### src/rtl/rpip_pkg.sv
// ----------------------------------------------------------------------------
// rpip_pkg: shared types, constants and sine table for the point projector
// Quarter-wave sine table, register indexes and the pipeline item formats.
// ----------------------------------------------------------------------------
package rpip_pkg;

  localparam int SINE_DEPTH = 1024;
  localparam int SINE_AW    = $clog2(SINE_DEPTH);
  localparam int QUARTER    = SINE_DEPTH / 4;
  localparam int QAW        = SINE_AW - 2;

  localparam logic [63:0] TWOPI_Q30 = 64'd6746518852;

  // bearing to table index: k = (a * depth + half turn) / full turn
  localparam int ANGLE_TURN = 3600;
  localparam int ANGLE_HALF = 1800;
  localparam int NW         = $clog2(ANGLE_TURN * SINE_DEPTH + ANGLE_HALF + 1);
  localparam int QW         = SINE_AW + 1;
  localparam logic [63:0] RECIP = (64'd1 << 32) / ANGLE_TURN;
  localparam int RW         = $clog2(RECIP + 1);

  // divider: magnitudes of u, v, z and the quotient bits needed for 13-bit pixels
  localparam int MAGW  = 66;
  localparam int QBITS = 14;
  localparam int DSHW  = MAGW + QBITS;

  localparam int FIFO_DEPTH = 4;
  localparam int FIFO_AW    = $clog2(FIFO_DEPTH);

  // configuration register indexes
  localparam logic [3:0] REG_ROW_U      = 4'd0;
  localparam logic [3:0] REG_ROW_V      = 4'd1;
  localparam logic [3:0] REG_ROW_Z      = 4'd2;
  localparam logic [3:0] REG_OFFSETS_UV = 4'd3;
  localparam logic [3:0] REG_OFFSET_Z   = 4'd4;
  localparam logic [3:0] REG_WIDTH      = 4'd5;
  localparam logic [3:0] REG_HEIGHT     = 4'd6;
  localparam logic [3:0] REG_MAX_RANGE  = 4'd7;

  typedef logic [14:0] qsine_tab_t [0:QUARTER];

  typedef struct packed {
    logic [15:0] range_value;
    logic [13:0] range_rate;
    logic [7:0]  power_db;
  } payload_t;

  typedef struct packed {
    logic [SINE_AW-1:0] k;
    payload_t           pl;
  } item_t;

  function automatic logic [14:0] quarter_sine(input int m);
    logic [63:0] t;
    logic [63:0] t2;
    logic [63:0] term;
    logic [63:0] prod;
    longint      sum;
    logic [63:0] rnd;
    t    = (64'(m) * TWOPI_Q30) / SINE_DEPTH;
    t2   = (t * t) >> 30;
    term = t;
    sum  = longint'(t);
    for (int n = 1; n <= 5; n++) begin
      prod = (term * t2) >> 30;
      case (n)
        1: term = prod / 6;
        2: term = prod / 20;
        3: term = prod / 42;
        4: term = prod / 72;
        default: term = prod / 110;
      endcase
      if (n % 2 == 1) sum = sum - longint'(term);
      else sum = sum + longint'(term);
    end
    if (sum < 0) sum = 0;
    rnd = (64'(sum) + 64'd32768) >> 16;
    if (rnd > 64'd16384) rnd = 64'd16384;
    return rnd[14:0];
  endfunction

  function automatic qsine_tab_t build_qsine();
    qsine_tab_t tab;
    for (int m = 0; m <= QUARTER; m++) tab[m] = quarter_sine(m);
    return tab;
  endfunction

  localparam qsine_tab_t QSINE = build_qsine();

  function automatic logic signed [15:0] sine_at(input logic [SINE_AW-1:0] k);
    logic [1:0]     q;
    logic [QAW-1:0] r;
    logic [QAW:0]   idx;
    logic [15:0]    mag;
    q = k[SINE_AW-1 -: 2];
    r = k[QAW-1:0];
    idx = (q[0]) ? (QAW+1)'(QUARTER) - {1'b0, r} : {1'b0, r};
    mag = {1'b0, QSINE[idx]};
    return q[1] ? -$signed(mag) : $signed(mag);
  endfunction

endpackage

### src/rtl/rpip_fifo.sv
// ----------------------------------------------------------------------------
// rpip_fifo: short queue between intake and projection pipeline
// Small register queue with read and write pointers and a fill count.
// ----------------------------------------------------------------------------
module rpip_fifo (
  input  logic             clk,
  input  logic             rst_n,
  input  logic             push,
  input  rpip_pkg::item_t  push_item,
  input  logic             pop,
  output rpip_pkg::item_t  pop_item,
  output logic             full,
  output logic             empty
);

  rpip_pkg::item_t                mem_r [0:rpip_pkg::FIFO_DEPTH-1];
  logic [rpip_pkg::FIFO_AW-1:0]   wr_r;
  logic [rpip_pkg::FIFO_AW-1:0]   rd_r;
  logic [rpip_pkg::FIFO_AW:0]     cnt_r;
  logic                           do_pop;

  assign full     = (cnt_r == (rpip_pkg::FIFO_AW+1)'(rpip_pkg::FIFO_DEPTH));
  assign empty    = (cnt_r == '0);
  assign do_pop   = pop && !empty;
  assign pop_item = mem_r[rd_r];

  always_ff @(posedge clk) begin
    if (!rst_n) begin
      wr_r  <= '0;
      rd_r  <= '0;
      cnt_r <= '0;
    end else begin
      if (push) wr_r <= wr_r + 1'b1;
      if (do_pop) rd_r <= rd_r + 1'b1;
      cnt_r <= cnt_r + (rpip_pkg::FIFO_AW+1)'(push) - (rpip_pkg::FIFO_AW+1)'(do_pop);
    end
  end

  always_ff @(posedge clk) begin
    if (push) mem_r[wr_r] <= push_item;
  end

endmodule

### config.mk
export PLATFORM = sky130hd
export DESIGN_NAME = rpip_fifo
export DESIGN_NICKNAME = d
export VERILOG_FILES = /design/src/rtl/rpip_pkg.sv /design/src/rtl/rpip_fifo.sv
export SDC_FILE = /design/constraint.sdc
export NUM_CORES = 1
export LEC_CHECK = 0
export ABC_AREA = 0
export ABC_CLOCK_PERIOD_IN_PS = 2400
export BUFFER_PORTS_ARGS = -buffer_cell sky130_fd_sc_hd__clkbuf_2
export CAP_MARGIN = 20
export CORE_MARGIN = 2
export CORE_UTILIZATION = 57
export DETAILED_ROUTE_END_ITERATION = 8
export GPL_ROUTABILITY_DRIVEN = 0
export PLACE_DENSITY = 0.79
export SLEW_MARGIN = 20
export SYNTH_ARGS = -nofsm -noshare
export SYNTH_HDL_FRONTEND = slang
export SYNTH_SLANG_ARGS = --single-unit
export TNS_END_PERCENT = 20
### constraint.sdc
create_clock -name clk -period 2.4 [get_ports clk]
set_clock_uncertainty 0.05 [all_clocks]
set_input_delay 0.24 -clock clk [delete_from_list [all_inputs] [get_ports clk]]
set_output_delay 0.24 -clock clk [all_outputs]
set_load 0.02 [all_outputs]
== Word level (Yosys, flattened, before mapping) ==
Memory sizes are Yosys's and may differ from the RTL's. A register that Yosys moved wholly into a read port is not among the register bits.
Index checks and enable logic that the tools add are counted.
W data, S select, Z words.

* Bits in writable memories: 192
* Flip-flop bits (word level): 7
* Memories kept: 1
* Input bits: 52
* Logic and storage cells: 16
* Output and inout bits: 50

{| class="wikitable"
|+ Memory list
! memory !! depth !! width !! read ports !! clocked after memory_dff !! write ports !! line !! source
|-
| mem_r || 4 || 48 || 1 || 1 || 1 || rpip_fifo.sv:16 || <nowiki>rpip_pkg::item_t mem_r [0:rpip_pkg::FIFO_DEPTH-1];</nowiki>
|}

* Multiplexer cells: 4
* Reduce and logical (&&, ||, !) cells: 3
* $add $sub $neg: 4
* Equal/unequal tests: 1

{| class="wikitable"
|+ Operators by type and width
! operator !! number
|-
| $add A2 B1 Y2 const B || 2
|-
| $mux W2 || 2
|-
| $add A3 B1 Y3 || 1
|-
| $eq A3 B3 Y1 const B || 1
|-
| $logic_not A3 Y1 || 1
|-
| $sub A3 B1 Y3 || 1
|-
| $mux W1 || 2
|-
| $logic_and A1 B1 Y1 || 1
|-
| $logic_not A1 Y1 || 1
|}

== Depth between registers and ports, before layout ==
* Word-level depth: 5
* Depth in mapped cells: 8
* Depth with buffers taken out: 8

== Least setup slack after synthesis ==
Ideal clock, no wire load.

* Kind: register to register
* Start: reg wr_r[0] (netlist bit)
* End: mem mem_r[2][0] (netlist bit), enable pin
* Arrival time: 1.688 ns
* Setup slack: 0.252 ns
* Cell stages (with the launch flop): 4
* Period minus slack after synthesis: 2.148 ns
* Buffers on the path: 0
* Cell sequence: dfxtp_1 -> inv_1 -> ha_1 -> and2_1

{| class="wikitable"
|+ RTL lines
! item !! line !! source
|-
| from (decl) || rpip_fifo.sv:17 || <nowiki>logic [rpip_pkg::FIFO_AW-1:0] wr_r;</nowiki>
|-
| from (signal assigned) || rpip_fifo.sv:33 || <nowiki>if (push) wr_r <= wr_r + 1'b1;</nowiki>
|-
| to (decl) || rpip_fifo.sv:16 ||
|}

No word-level cell before the write port.

==> reports/results.ini <==
[run_status]
status=complete, no violations

[timing]
fin_crit_ps=2210
tns_ps=0
rsz0062_at_grt=false
hold_viol_final=0
finalSetupViolCount=0
relSlewSlack=0.677
worst_slew_pin_slew_ps=484
slew_viol_final=0
fin_crit_sh=0.921
fmax_ghz=0.452

[cts]
insertion_delay_ps=480
cts.reportedPaths.clkPinSlew_ps=60
clkSinkCount=201
cts-root-buf=clkbuf_16
cts_buffers=20
cts_tree=built
h-tree-depth=1
cts.repair.resized=0
cts_buffer_depth=3

[power]
swShare=0.246
power.share.clock=0.348
power_frac_seq=0.451
p_per_area_nw_per_um2=981
pwr-share-comb=0.201
p_sw_mw=2.27
p_leak_nw=3.29
p_int_mw=6.96
peakVddDrop_uv=635

[synth]
yosysSeqAreaShare=0.805
synth-main-ff-cell=edfxtp_1
ys_types=21
yosysTopAreaCell=edfxtp_1
async_flop_share=0
yosysTopAreaCellShare=0.780
yosysWarnings=0
synthTopCellsByCount=edfxtp_1, mux4_2, dfxtp_1
syn_avg_cell_area_um2=25.1
ys_ff_latch=201
syn-num-nets=353
synth_area_leaders=edfxtp_1, mux4_2, dfxtp_1, ha_1, mux2i_1
yosysMostFrequentCell=edfxtp_1
synth-edff-count=192
synthCells=294
syn_area_um2=7390

[die]
die_x_um=118
die_h_um=118
row_count=41
start_util=0.586
die_area_um2=13900
floorplan.io_pins=102
core_um2=12600

[placed_design]
dpl.cell_count=565
dp.final_hpwl_um=7180
placed_cell_area_um2=8200
port_buffers=101

[grt]
grtUsageTotal=0.189
antenna_found_initial=0
grt_pass1_wl_um=20100
grt_max_degree=49
grt_overflow=0
grt_pass1_vias=3735

[drt]
drt-initial-drc-count=347
drc=0
route.vias.total=3556
via_per_inst=5.45
dr.pass1.iters=4
wl_per_cell_um=19.7
wirelength_um=12800
ant_nets=0

[critical_path]
cp-start-kind=flop
crit_chain=buf_12 > mux4_2 > clkbuf_2
crit_slowest_cell=dfxtp_2
cp_slowest_stage_delay_ps=630
end_kind=output pin
cp.required_ps=2110
path_class=reg2out
critPathMaxFanout=25
worst_ep_arrival_time_ps=1920

[job]
drv_cap=0

[final_layout]
nets=528
drive_above_1_share=0.410
syn_to_final_growth_pct=27.3
diodes=0
final_cells=652
finalInstanceArea_um2=9410
final_util=0.745

[hold_path]
hold_class=in2reg

-- per-stage QoR --
step	setup slack [ps]	total power, mW	hold slack (ps)
3_3_place_gp	437	5.96	402
5_1_grt	107	9.61	50.2
6_report	190	9.23	47.0
4_1_cts	46.9	9.29	32.9
3_5_place_dp	362	6.01	412
2_1_floorplan	252	5.45	289
-- layout make-up --
class / count / area, um^2
Clock buffer: 23 / 533
Clock inverter: 10 / 153
Fill cell: 756 / 3210
Inverter: 5 / 18.8
Multi-Input combinational cell: 78 / 1360
Sequential cell: 201 / 5950
Tap cell: 172 / 215
Timing Repair Buffer: 163 / 1180
-- power groups by stage --
stage	Clock (mW)	Sequential (mW)	Combinational, mW
floorplan	0	4.18	1.27
global placement	0	4.25	1.71
detailed placement	0	4.27	1.73
CTS	3.29	4.20	1.80
global route	3.44	4.18	1.99
finish	3.21	4.16	1.86
-- per-layer routing --
metal | GRT usage | up-vias | part of all wire
li1 | - | 1600 | -
met1 | 0.253 | 1837 | 0.41
met2 | 0.323 | 103 | 0.52
met3 | 0.0431 | 16 | 0.059
met4 | 0.0414 | 0 | 0.012
met5 | 0 | - | 0
-- layout by cell type, fill, tap and decap left out --
cell type and instances:
clkinvlp_4 1, o31a_1 1, bufinv_16 4, nand2b_1 2, ha_1 6, mux4_2 48
nor3_1 1, clkbuf_16 21, dfxtp_1 7, inv_1 5, nand2_1 2, buf_12 7
clkinv_4 1, mux2i_1 4, dfxtp_2 1, edfxtp_1 192, nor2b_1 3, clkinv_1 3
xor2_1 1, clkbuf_2 101, and2_2 4, buf_4 7, dlygate4sd3_1 48, fa_1 1
nor3b_1 1, clkbuf_1 2, and2_1 2, xnor3_1 1, dfxtp_4 1, clkinv_2 1
o311ai_0 1
-- path summary, 6_finish.rpt --
check | start | endpoint | cells past startpoint | slack (ps)
setup / recovery | flop | pop_item[35] | 3 | 190
hold / removal | rst_n | wr_r[0] | 2 | 50
hold reg to reg | rd_r[1] | flop | 2 | 440
setup reg to reg | cnt_r[1] | cnt_r[2] | 8 | 370
-- state kept, by name, summed over array words and instances, names as in the netlist, named ones only --
signal	flops
wr_r	2
cnt_r	3
mem_r	192
rd_r	2
-- kinds of logic (layout without fill, tap and decap cells) --
logic type | after synthesis | after routing | synth area share
AO/OA/AOI/OAI | 2 | 2 | 0.00237
buffers and inverters | 15 | 201 | 0.0122
AND/OR/NAND/NOR | 15 | 15 | 0.0120
XOR/XNOR | 2 | 2 | 0.00423
adder cells (fa/ha/maj) | 7 | 7 | 0.0129
multiplexers | 52 | 52 | 0.152
flip-flops | 201 | 201 | 0.805
-- what timing repair did --
| item | in CTS | in global routing |
|---|---|---|
| endpoints found under the setup margin | 0 | 1 |
| setup buffers | 0 | 6 |
| hold endpoints to repair | 192 | 0 |
| hold buffers | 48 | 0 |
-- worst max-delay path: cells and delay by family, from the launching register on --
family,cells,cell delay [ps]
buf+inv,2,440
flops,1,630
mux,1,350
(Power assumes the default switching activity.)
