$ cat config.mk
export PLATFORM = sky130hd
export DESIGN_NAME = rpip_front
export DESIGN_NICKNAME = d
export VERILOG_FILES = /design/src/rtl/rpip_pkg.sv /design/src/rtl/rpip_front.sv
export SDC_FILE = /design/constraint.sdc
export NUM_CORES = 1
export LEC_CHECK = 0
export ABC_AREA = 1
export BUFFER_PORTS_ARGS = -buffer_cell sky130_fd_sc_hd__buf_2
export CAP_MARGIN = 20
export CORE_MARGIN = 3
export CORE_UTILIZATION = 55
export CTS_CLUSTER_DIAMETER = 80
export DETAILED_ROUTE_END_ITERATION = 10
export PLACE_DENSITY = 0.76
export SKIP_CTS_REPAIR_TIMING = 1
export SLEW_MARGIN = 40
export SYNTH_ARGS = -nofsm -noshare
export SYNTH_HDL_FRONTEND = slang
export SYNTH_SLANG_ARGS = --single-unit
$ cat constraint.sdc
create_clock -name clk -period 5.46 [get_ports clk]
set_clock_uncertainty 0.15 [all_clocks]
set_input_delay 0 -clock clk [delete_from_list [all_inputs] [get_ports clk]]
set_output_delay 0 -clock clk [all_outputs]
set_load 0.05 [all_outputs]
$ cat src/rtl/rpip_pkg.sv
// ----------------------------------------------------------------------------
// rpip_pkg: shared types, constants and sine table for the point projector
// Quarter-wave sine table, register indexes and the pipeline item formats.
// ----------------------------------------------------------------------------
package rpip_pkg;

  localparam int SINE_DEPTH = 1024;
  localparam int SINE_AW    = $clog2(SINE_DEPTH);
  localparam int QUARTER    = SINE_DEPTH / 4;
  localparam int QAW        = SINE_AW - 2;

  localparam logic [63:0] TWOPI_Q30 = 64'd6746518852;

  // bearing to table index: k = (a * depth + half turn) / full turn
  localparam int ANGLE_TURN = 3600;
  localparam int ANGLE_HALF = 1800;
  localparam int NW         = $clog2(ANGLE_TURN * SINE_DEPTH + ANGLE_HALF + 1);
  localparam int QW         = SINE_AW + 1;
  localparam logic [63:0] RECIP = (64'd1 << 32) / ANGLE_TURN;
  localparam int RW         = $clog2(RECIP + 1);

  // divider: magnitudes of u, v, z and the quotient bits needed for 13-bit pixels
  localparam int MAGW  = 66;
  localparam int QBITS = 14;
  localparam int DSHW  = MAGW + QBITS;

  localparam int FIFO_DEPTH = 4;
  localparam int FIFO_AW    = $clog2(FIFO_DEPTH);

  // configuration register indexes
  localparam logic [3:0] REG_ROW_U      = 4'd0;
  localparam logic [3:0] REG_ROW_V      = 4'd1;
  localparam logic [3:0] REG_ROW_Z      = 4'd2;
  localparam logic [3:0] REG_OFFSETS_UV = 4'd3;
  localparam logic [3:0] REG_OFFSET_Z   = 4'd4;
  localparam logic [3:0] REG_WIDTH      = 4'd5;
  localparam logic [3:0] REG_HEIGHT     = 4'd6;
  localparam logic [3:0] REG_MAX_RANGE  = 4'd7;

  typedef logic [14:0] qsine_tab_t [0:QUARTER];

  typedef struct packed {
    logic [15:0] range_value;
    logic [13:0] range_rate;
    logic [7:0]  power_db;
  } payload_t;

  typedef struct packed {
    logic [SINE_AW-1:0] k;
    payload_t           pl;
  } item_t;

  function automatic logic [14:0] quarter_sine(input int m);
    logic [63:0] t;
    logic [63:0] t2;
    logic [63:0] term;
    logic [63:0] prod;
    longint      sum;
    logic [63:0] rnd;
    t    = (64'(m) * TWOPI_Q30) / SINE_DEPTH;
    t2   = (t * t) >> 30;
    term = t;
    sum  = longint'(t);
    for (int n = 1; n <= 5; n++) begin
      prod = (term * t2) >> 30;
      case (n)
        1: term = prod / 6;
        2: term = prod / 20;
        3: term = prod / 42;
        4: term = prod / 72;
        default: term = prod / 110;
      endcase
      if (n % 2 == 1) sum = sum - longint'(term);
      else sum = sum + longint'(term);
    end
    if (sum < 0) sum = 0;
    rnd = (64'(sum) + 64'd32768) >> 16;
    if (rnd > 64'd16384) rnd = 64'd16384;
    return rnd[14:0];
  endfunction

  function automatic qsine_tab_t build_qsine();
    qsine_tab_t tab;
    for (int m = 0; m <= QUARTER; m++) tab[m] = quarter_sine(m);
    return tab;
  endfunction

  localparam qsine_tab_t QSINE = build_qsine();

  function automatic logic signed [15:0] sine_at(input logic [SINE_AW-1:0] k);
    logic [1:0]     q;
    logic [QAW-1:0] r;
    logic [QAW:0]   idx;
    logic [15:0]    mag;
    q = k[SINE_AW-1 -: 2];
    r = k[QAW-1:0];
    idx = (q[0]) ? (QAW+1)'(QUARTER) - {1'b0, r} : {1'b0, r};
    mag = {1'b0, QSINE[idx]};
    return q[1] ? -$signed(mag) : $signed(mag);
  endfunction

endpackage

$ cat src/rtl/rpip_front.sv
// ----------------------------------------------------------------------------
// rpip_front: detection intake and classification
// Drop detections without track or out of range, map bearing to table index.
// ----------------------------------------------------------------------------
module rpip_front (
  input  logic                  clk,
  input  logic                  rst_n,
  input  logic                  in_tvalid,
  output logic                  in_tready,
  input  logic [55:0]           in_tdata,
  input  logic [2:0]            in_tuser,
  input  logic [15:0]           max_range,
  input  logic                  fifo_full,
  output logic                  push,
  output rpip_pkg::item_t       push_item
);

  localparam int PW = rpip_pkg::NW + rpip_pkg::RW;

  logic                        advance;
  logic                        keep;
  logic signed [12:0]          bear_ext;
  logic [11:0]                 angle;
  logic [rpip_pkg::NW-1:0]     n_nxt;
  logic [PW-1:0]               prod;

  logic                        f1_valid_r;
  logic [rpip_pkg::NW-1:0]     f1_n_r;
  rpip_pkg::payload_t          f1_pl_r;

  logic                        f2_valid_r;
  logic [rpip_pkg::NW-1:0]     f2_n_r;
  logic [rpip_pkg::QW-1:0]     f2_q_r;
  rpip_pkg::payload_t          f2_pl_r;

  logic [rpip_pkg::NW-1:0]     qm;
  logic [rpip_pkg::NW-1:0]     rem;
  logic [rpip_pkg::QW-1:0]     k_full;

  assign advance   = !(f2_valid_r && fifo_full);
  assign in_tready = advance;

  assign keep     = (in_tuser != 3'd0) && (in_tdata[15:0] <= max_range);
  assign bear_ext = 13'(signed'(in_tdata[27:16]));
  assign angle    = bear_ext[12] ? 12'(bear_ext + 13'sd3600) : bear_ext[11:0];
  assign n_nxt    = rpip_pkg::NW'({angle, {rpip_pkg::SINE_AW{1'b0}}})
                  + rpip_pkg::NW'(rpip_pkg::ANGLE_HALF);
  assign prod     = PW'(f1_n_r) * PW'(rpip_pkg::RECIP);

  assign qm     = rpip_pkg::NW'(f2_q_r) * rpip_pkg::NW'(rpip_pkg::ANGLE_TURN);
  assign rem    = f2_n_r - qm;
  assign k_full = (rem >= rpip_pkg::NW'(rpip_pkg::ANGLE_TURN)) ? f2_q_r + 1'b1 : f2_q_r;

  assign push                = f2_valid_r && !fifo_full;
  assign push_item.k         = k_full[rpip_pkg::SINE_AW-1:0];
  assign push_item.pl        = f2_pl_r;

  always_ff @(posedge clk) begin
    if (!rst_n) begin
      f1_valid_r <= 1'b0;
      f2_valid_r <= 1'b0;
    end else if (advance) begin
      f1_valid_r <= in_tvalid && keep;
      f2_valid_r <= f1_valid_r;
    end
  end

  always_ff @(posedge clk) begin
    if (advance) begin
      f1_n_r               <= n_nxt;
      f1_pl_r.range_value  <= in_tdata[15:0];
      f1_pl_r.range_rate   <= in_tdata[41:28];
      f1_pl_r.power_db     <= in_tdata[49:42];
      f2_n_r               <= f1_n_r;
      f2_q_r               <= prod[32 +: rpip_pkg::QW];
      f2_pl_r              <= f1_pl_r;
    end
  end

endmodule

=== Yosys cells after proc, flatten, opt, wreduce, memory -nomap -nowiden ===
Index checks and enable logic that the tools add are counted.

* Equal/unequal tests: 0
* Multiplexer cells: 2
* Reductions and logical operators: 7
* Add/sub/neg operators: 4
* Shifts and indexed selects: 0
* Bitwise gates (word level): 0
* Multiply operators: 2
* Div/mod/pow operators: 0
* Magnitude comparators: 2

{| class="wikitable"
|+ Operators with widths
! cell !! count
|-
| 22-bit by 20-bit multiplier with 42-bit output, second input constant || 1
|-
| 22-bit by 11-bit adder with 22-bit output, second input constant || 1
|-
| 22-bit by 12-bit >= comparator with 1-bit output, second input constant || 1
|-
| 22-bit subtractor || 1
|-
| 11-bit by 8-bit multiplier with 18-bit output, second input constant || 1
|-
| 16-bit <= comparator || 1
|-
| 12-bit by 10-bit adder with 12-bit output, second input constant || 1
|-
| 12-bit two-way mux || 1
|-
| 10-bit by 1-bit adder with 10-bit output, second input constant || 1
|-
| 10-bit two-way mux || 1
|-
| 1-bit logical AND || 4
|-
| 3-bit nonzero test || 1
|-
| 1-bit logical NOT || 2
|}

* Output and inout bits: 50
* Latch bits: 0
* Logic and storage cells: 28
* Register bits after elaboration: 133
* RAM bits: 0
* Input bits: 79
* Memories kept: 0
* ROM bits: 0

=== Logic depth before layout (Yosys ltp) ===
Gate-level depths: netlist (run 1).

* Depth in word-level cells: 4
* Mapped depth: 31
* Depth with buffers taken out: 30

=== Least setup slack after synthesis (run 1) ===
No wires, ideal clock.

* Kind: reg2out
* From: reg f2_q_r[4] (netlist bit)
* To: out push_item[38] (netlist bit)
* Required time: 5.310 ns
* Path buffers: 2
* Stages on the path, launching flop included: 28
* Slack: -0.080 ns
* Arrival time: 5.390 ns
* Cells stage by stage: edfxtp_1 -> buf_4 -> inv_1 -> fa_1 -> inv_1 -> ha_1 -> fa_1 -> ha_1 -> ha_1 -> a21oi_1 -> nand2_1 -> nand4_1 -> o211ai_1 -> nand2_1 -> nand2_1 -> a21oi_1 -> xor2_1 -> ha_1 -> nand2_1 -> nor2_1 -> and2_1 -> nand3_1 -> nand3_1 -> nand3_1 -> nand2_1 -> nand4_4 -> buf_6 -> xor2_1

{| class="wikitable"
|+ RTL lines
! what !! RTL line !! text
|-
| start, declared || rpip_front.sv:33 || <nowiki>logic [rpip_pkg::QW-1:0] f2_q_r;</nowiki>
|-
| start signal, assigned || rpip_front.sv:75 || <nowiki>f2_q_r <= prod[32 +: rpip_pkg::QW];</nowiki>
|-
| end, declared || rpip_front.sv:15 || <nowiki>output rpip_pkg::item_t push_item</nowiki>
|}

==> flow_summary.ini, run 1 <==
[layout]
fin_area_sq_mm = 0.0144
diodes = 0
drive_above_1_share = 0.200
area_delta_synth_final_pct = 25.5
final_nets = 1839

[setup_path]
cp-end-kind = output port
slowest_stage = edfxtp_1
worstPathMaxFanout = 8
critPathArrivalTime_ns = 5.40
slowest_delay_ns = 0.45
critical_path_class = reg -> out
required_ns = 5.31
start_kind = flip-flop

[job]
drv_cap = 0

[synth]
syn_area_per_cell_sq_um = 9.58
synth_edf_count = 111
yosys-top-cells-area = edfxtp_1, ha_1, fa_1
yosysMostFrequentCell = ha_1
yosys_warnings = 0
yosysTopAreaCellShare = 0.291
ys_ff_latch = 113
synthesis.area_sq_mm = 0.0115
synth_commonest_cells = ha_1, inv_1, nand2_1, edfxtp_1, fa_1
post-synth-top-area-cell = edfxtp_1
synthCells = 1196
ys.flop_type = edfxtp_1
async_flop_share = 0
ys_seq_area_frac = 0.294
synth_nets = 1593
synth_cell_types = 43

[timing]
setup_violations = 9
rsz0062_at_grt = yes
fin_ws_ns = -0.0909
slew_viol_final = 0
worst_pin_slew_ns = 0.654
period_minus_slack_ns = 5.55
period_share = 1.02
fmax_mhz = 180
hold_violations = 0
slew_headroom = 0.563

[routing]
dr.pass1.iters = 5
ant_nets = 0
dr_total_vias = 9455
wl_um = 30400
via_per_inst = 5.48
detail_route.iter0.violations = 644
drc = 0
wire_per_inst_um = 17.6

[floorplan]
dieWidth_um = 150
core_sq_mm = 0.0204
initial_core_util = 0.563
die_y_um = 150
io_pins = 129
rows = 52
dieArea_sq_mm = 0.0226

[placement]
hpwl_um = 20800
io_buffers = 122
placed_area_sq_mm = 0.0127
finalWeightedCongestion = 0.936

[grt]
grt_pass1_wl_um = 41300
grt_util_met3 = 0.0361
overflow = 0
grt_max_degree = 87
grtUsageTotal = 0.229
grt_antenna_before_repair = 0
grt_pass1_vias = 8927
grtUsageMet1 = 0.274
top_usage_layer = met2
use_met2 = 0.415

[cts]
ctsLongestPathBuffers = 2
cts_buffers = 17
root_buffer = clkbuf_16
clk_pin_slew_ns = 0.06
cts.sinks = 113
clock_latency_ns = 0.42
h-tree-depth = 4
cts_tree = built

[outcome]
violations = setup timing
status = complete, but fails checks

[min_path]
hold_class = in -> reg
[layout by cell type (no fill, tap or decap), types with 5 or more instances in the layout]
| cell | count |
|---|---|
| nand3_1 | 47 |
| nand3_2 | 7 |
| nor2_4 | 6 |
| nor3_1 | 13 |
| nand3b_1 | 6 |
| o21ai_0 | 20 |
| nand2_1 | 190 |
| a21o_1 | 5 |
| nand4_1 | 12 |
| inv_2 | 10 |
| nor2_1 | 56 |
| a21oi_2 | 10 |
| buf_6 | 15 |
| o21ai_1 | 5 |
| xor2_1 | 29 |
| a21oi_1 | 49 |
| nor2_2 | 7 |
| buf_4 | 48 |
| buf_2 | 112 |
| ha_4 | 14 |
| nand2_2 | 12 |
| ha_1 | 226 |
| xnor2_1 | 9 |
| inv_1 | 224 |
| fa_1 | 74 |
| dlygate4sd3_1 | 52 |
| clkbuf_16 | 17 |
| edfxtp_1 | 111 |
[sequential cells by signal, summed over array words and instances, names as in the netlist]
register	count
f1_pl_r	38
push_item	38
f2_valid_r	1
f2_q_r	11
f1_valid_r	1
f1_n_r	12
f2_n_r	12
[area by class of cell]
| class | instances | area (sq um) |
|---|---|---|
| tap | 270 | 338 |
| inverter | 236 | 888 |
| clock buffer | 22 | 454 |
| sequential | 113 | 3370 |
| multi-input combinational | 846 | 7610 |
| clock inverter | 10 | 90.1 |
| fill | 1346 | 5990 |
| timing repair buffer | 228 | 1630 |
[per-layer routing]
metal / wire (um) / part of all wire
met5: 0 / 0
met3: 1420 / 0.047
met4: 1560 / 0.051
met1: 11400 / 0.37
met2: 16000 / 0.53
[path summary, 6_finish.rpt]
check,from,endpoint,slack [ns],depth (start not counted)
worst min register to register,f1_pl_r[29],push_item[29],0.26,0
worst min-delay path,in_tdata[27],f1_n_r[14],0.01,3
worst max register to register,f1_n_r[12],f2_q_r[9],0.05,16
worst max-delay path,f2_q_r[1],push_item[42],-0.09,29
[worst max-delay path, delay by kind of cell, from the launching register on]
family                     cells  cell delay [ns]
DFF                            1             0.45
xor gates and xnor gates       1             0.15
adders and majority gates      7             2.33
and+or+nand+nor               12             1.16
buffers and inverters          7             0.71
AOI/OAI and AO/OA              2             0.18
[cell families after synthesis]
kind of cell / after synthesis / synth area share
compound gates: 118 / 0.0600
buf+inv: 238 / 0.0790
flops: 113 / 0.294
simple gates: 367 / 0.137
xor+xnor: 42 / 0.0328
fa+ha+maj: 318 / 0.396
[stage by stage]
step | setup TNS, ns | setup slack [ns] | cells | hold slack, ns | utilization
floorplan | 0 | 0.191 | 1196 | -0.0511 | -
global placement | 0 | 0.267 | 1619 | 0.0262 | 0.621
detailed placement | 0 | 0.123 | 1619 | 0.0281 | 0.622
CTS | -3.22 | -0.346 | 1651 | -0.407 | 0.648
global route | -3.31 | -0.363 | 1725 | 0.0379 | 0.706
finish | -0.372 | -0.0909 | 1725 | 0.00976 | 0.706
Power of run 1 is left out: the tool's default activity adds up to more than one toggle a clock period on the data nets, which glitch-free logic cannot reach.
==> run 2: changes to the inputs <==
ABC_AREA = 0   (was 1)
CORE_UTILIZATION = 54   (was 55)
PLACE_DENSITY = 0.75   (was 0.76)
==> flow_summary.ini, run 2 <==
[placement]
dp_slack_ns = -0.327
hpwl_um = 18500
io_buffers = 122
dp.cells = 1373
finalWeightedCongestion = 0.895
placed_area_sq_mm = 0.0127

[synth]
synth_nets = 1295
ys_ff_latch = 113
syn_area_per_cell_sq_um = 11.8
synth_cell_types = 60
yosysTopAreaCellShare = 0.315
yosys-top-cells-area = edfxtp_1, ha_1, fa_1
post-synth-top-area-cell = edfxtp_1
ys.flop_type = edfxtp_1
synthCells = 898
yosys_warnings = 0
synthesis.area_sq_mm = 0.0106
ys_seq_area_frac = 0.319
synth_edf_count = 111
async_flop_share = 0
synth_commonest_cells = ha_1, inv_1, edfxtp_1, fa_1, a21oi_1
yosysMostFrequentCell = ha_1

[timing]
hold_violations = 0
period_share = 1.15
rsz0062_at_grt = yes
slew_headroom = 0.548
slew_viol_final = 0
fin_ws_ns = -0.823
worst_pin_slew_ns = 0.678
fmax_mhz = 159
setup_violations = 14
period_minus_slack_ns = 6.28

[layout]
final_cell_mix = ha_1, inv_1, buf_2
area_delta_synth_final_pct = 34.1
fin_area_sq_mm = 0.0142
drive_above_1_share = 0.295
fin_cells = 1473
final_common_cell = ha_1
final_nets = 1597
diodes = 0
fillers = 1177

[job]
drv_cap = 0

[cts]
clock_latency_ns = 0.41
clk_pin_slew_ns = 0.06
root_buffer = clkbuf_16
h-tree-depth = 4
cts_buffers = 17
ctsLongestPathBuffers = 2
cts_tree = built
cts.sinks = 113

[setup_path]
critical_path_class = reg -> out
slowest_delay_ns = 0.57
crit_top_cell = a21oi_2
cp_num_buf_inv = 4
cp-end-kind = output port
slowest_stage = fa_1
start_kind = flip-flop
critPathArrivalTime_ns = 6.13
required_ns = 5.31
path_delay_family = adder cells
worstPathMaxFanout = 8

[floorplan]
io_pins = 129
rows = 50
core_sq_mm = 0.0190
die_y_um = 146
dieWidth_um = 146
initial_core_util = 0.558
dieArea_sq_mm = 0.0213

[grt]
grt_antenna_before_repair = 0
grt_max_degree = 87
overflow = 0
grt_pass1_wl_um = 37300
grtUsageTotal = 0.217
grt_pass1_vias = 7839

[routing]
wire_per_inst_um = 17.8
ant_nets = 0
via_per_inst = 5.38
drc = 0
wl_um = 26200
detail_route.iter0.violations = 423
dr_total_vias = 7926
dr.pass1.iters = 5

[outcome]
status = complete, but fails checks
violations = setup timing

[min_path]
hold_class = in -> reg
run 2: changes by cell type in the layout (fill, tap and decap cells not counted), moves of 10 or more:
cell | previous run | this run
nand2_2 | 12 | 1
nand2_1 | 190 | 29
buf_4 | 48 | 106
nor2_1 | 56 | 25
a21oi_1 | 49 | 20
xnor2_1 | 9 | 21
inv_1 | 224 | 135
o21a_1 | 4 | 14
nand3_1 | 47 | 9
run 2: final timing paths:
check	start	to	slack, ns	cells after the start
max	f2_q_r[1]	push_item[47]	-0.82	26
min	in_tdata[23]	f1_n_r[17]	0.002	3
max reg2reg	f1_n_r[17]	f2_q_r[9]	-0.27	17
min reg2reg	f1_pl_r[24]	push_item[24]	0.27	0
run 2: worst register-to-register path, stage by stage, from the launching register on:
cell      delay, ns
edfxtp_1       0.48
buf_4          0.18
ha_1           0.31
fa_1           0.44
fa_1           0.48
fa_1           0.57
fa_1           0.45
ha_4           0.30
ha_4           0.19
a21o_1         0.15
a21o_1         0.15
a21o_1         0.17
a221oi_2       0.29
o21ai_2        0.11
a41o_1         0.28
or4b_1         0.48
a31oi_1        0.21
xnor2_1        0.09
run 2: area by class of cell:
class / instances / area [sq um] / share of cell area
inverters: 144 / 543 / 0.0383
clock inverters: 15 / 158 / 0.0111
clock buffers: 17 / 425 / 0.0300
repair buffers: 286 / 2070 / 0.146
flip-flops and latches: 113 / 3370 / 0.238
well taps: 260 / 325 / 0.0229
multi-input cells: 638 / 7290 / 0.514
run 2: through the flow:
stage,hold WS (ns),utilization,setup TNS (ns)
after detailed placement,0.0281,0.667,-3.42
after floorplan,-0.0511,-,-2.60
after CTS,-0.405,0.698,-8.88
after global placement,0.0274,0.667,-2.41
final,0.00222,0.748,-8.53
after global routing,0.0226,0.748,-12.31
run 2: per-layer routing:
layer	global-route usage	wire length, um	vias up
met2	0.391	14000	228
met3	0.0333	1080	80
met4	0.0750	1000	0
met1	0.264	10100	3841
met5	0	0	-
li1	-	-	3777
run 2: logic make-up after synthesis:
| family | share of synthesized area |
|---|---|
| adder cells (fa/ha/maj) | 0.429 |
| XOR/XNOR | 0.0463 |
| AO/OA/AOI/OAI | 0.0877 |
| flip-flops | 0.319 |
| multiplexers | 0.00426 |
| AND/OR/NAND/NOR | 0.0613 |
| buffers and inverters | 0.0523 |
Power of run 2 is left out for the same reason.
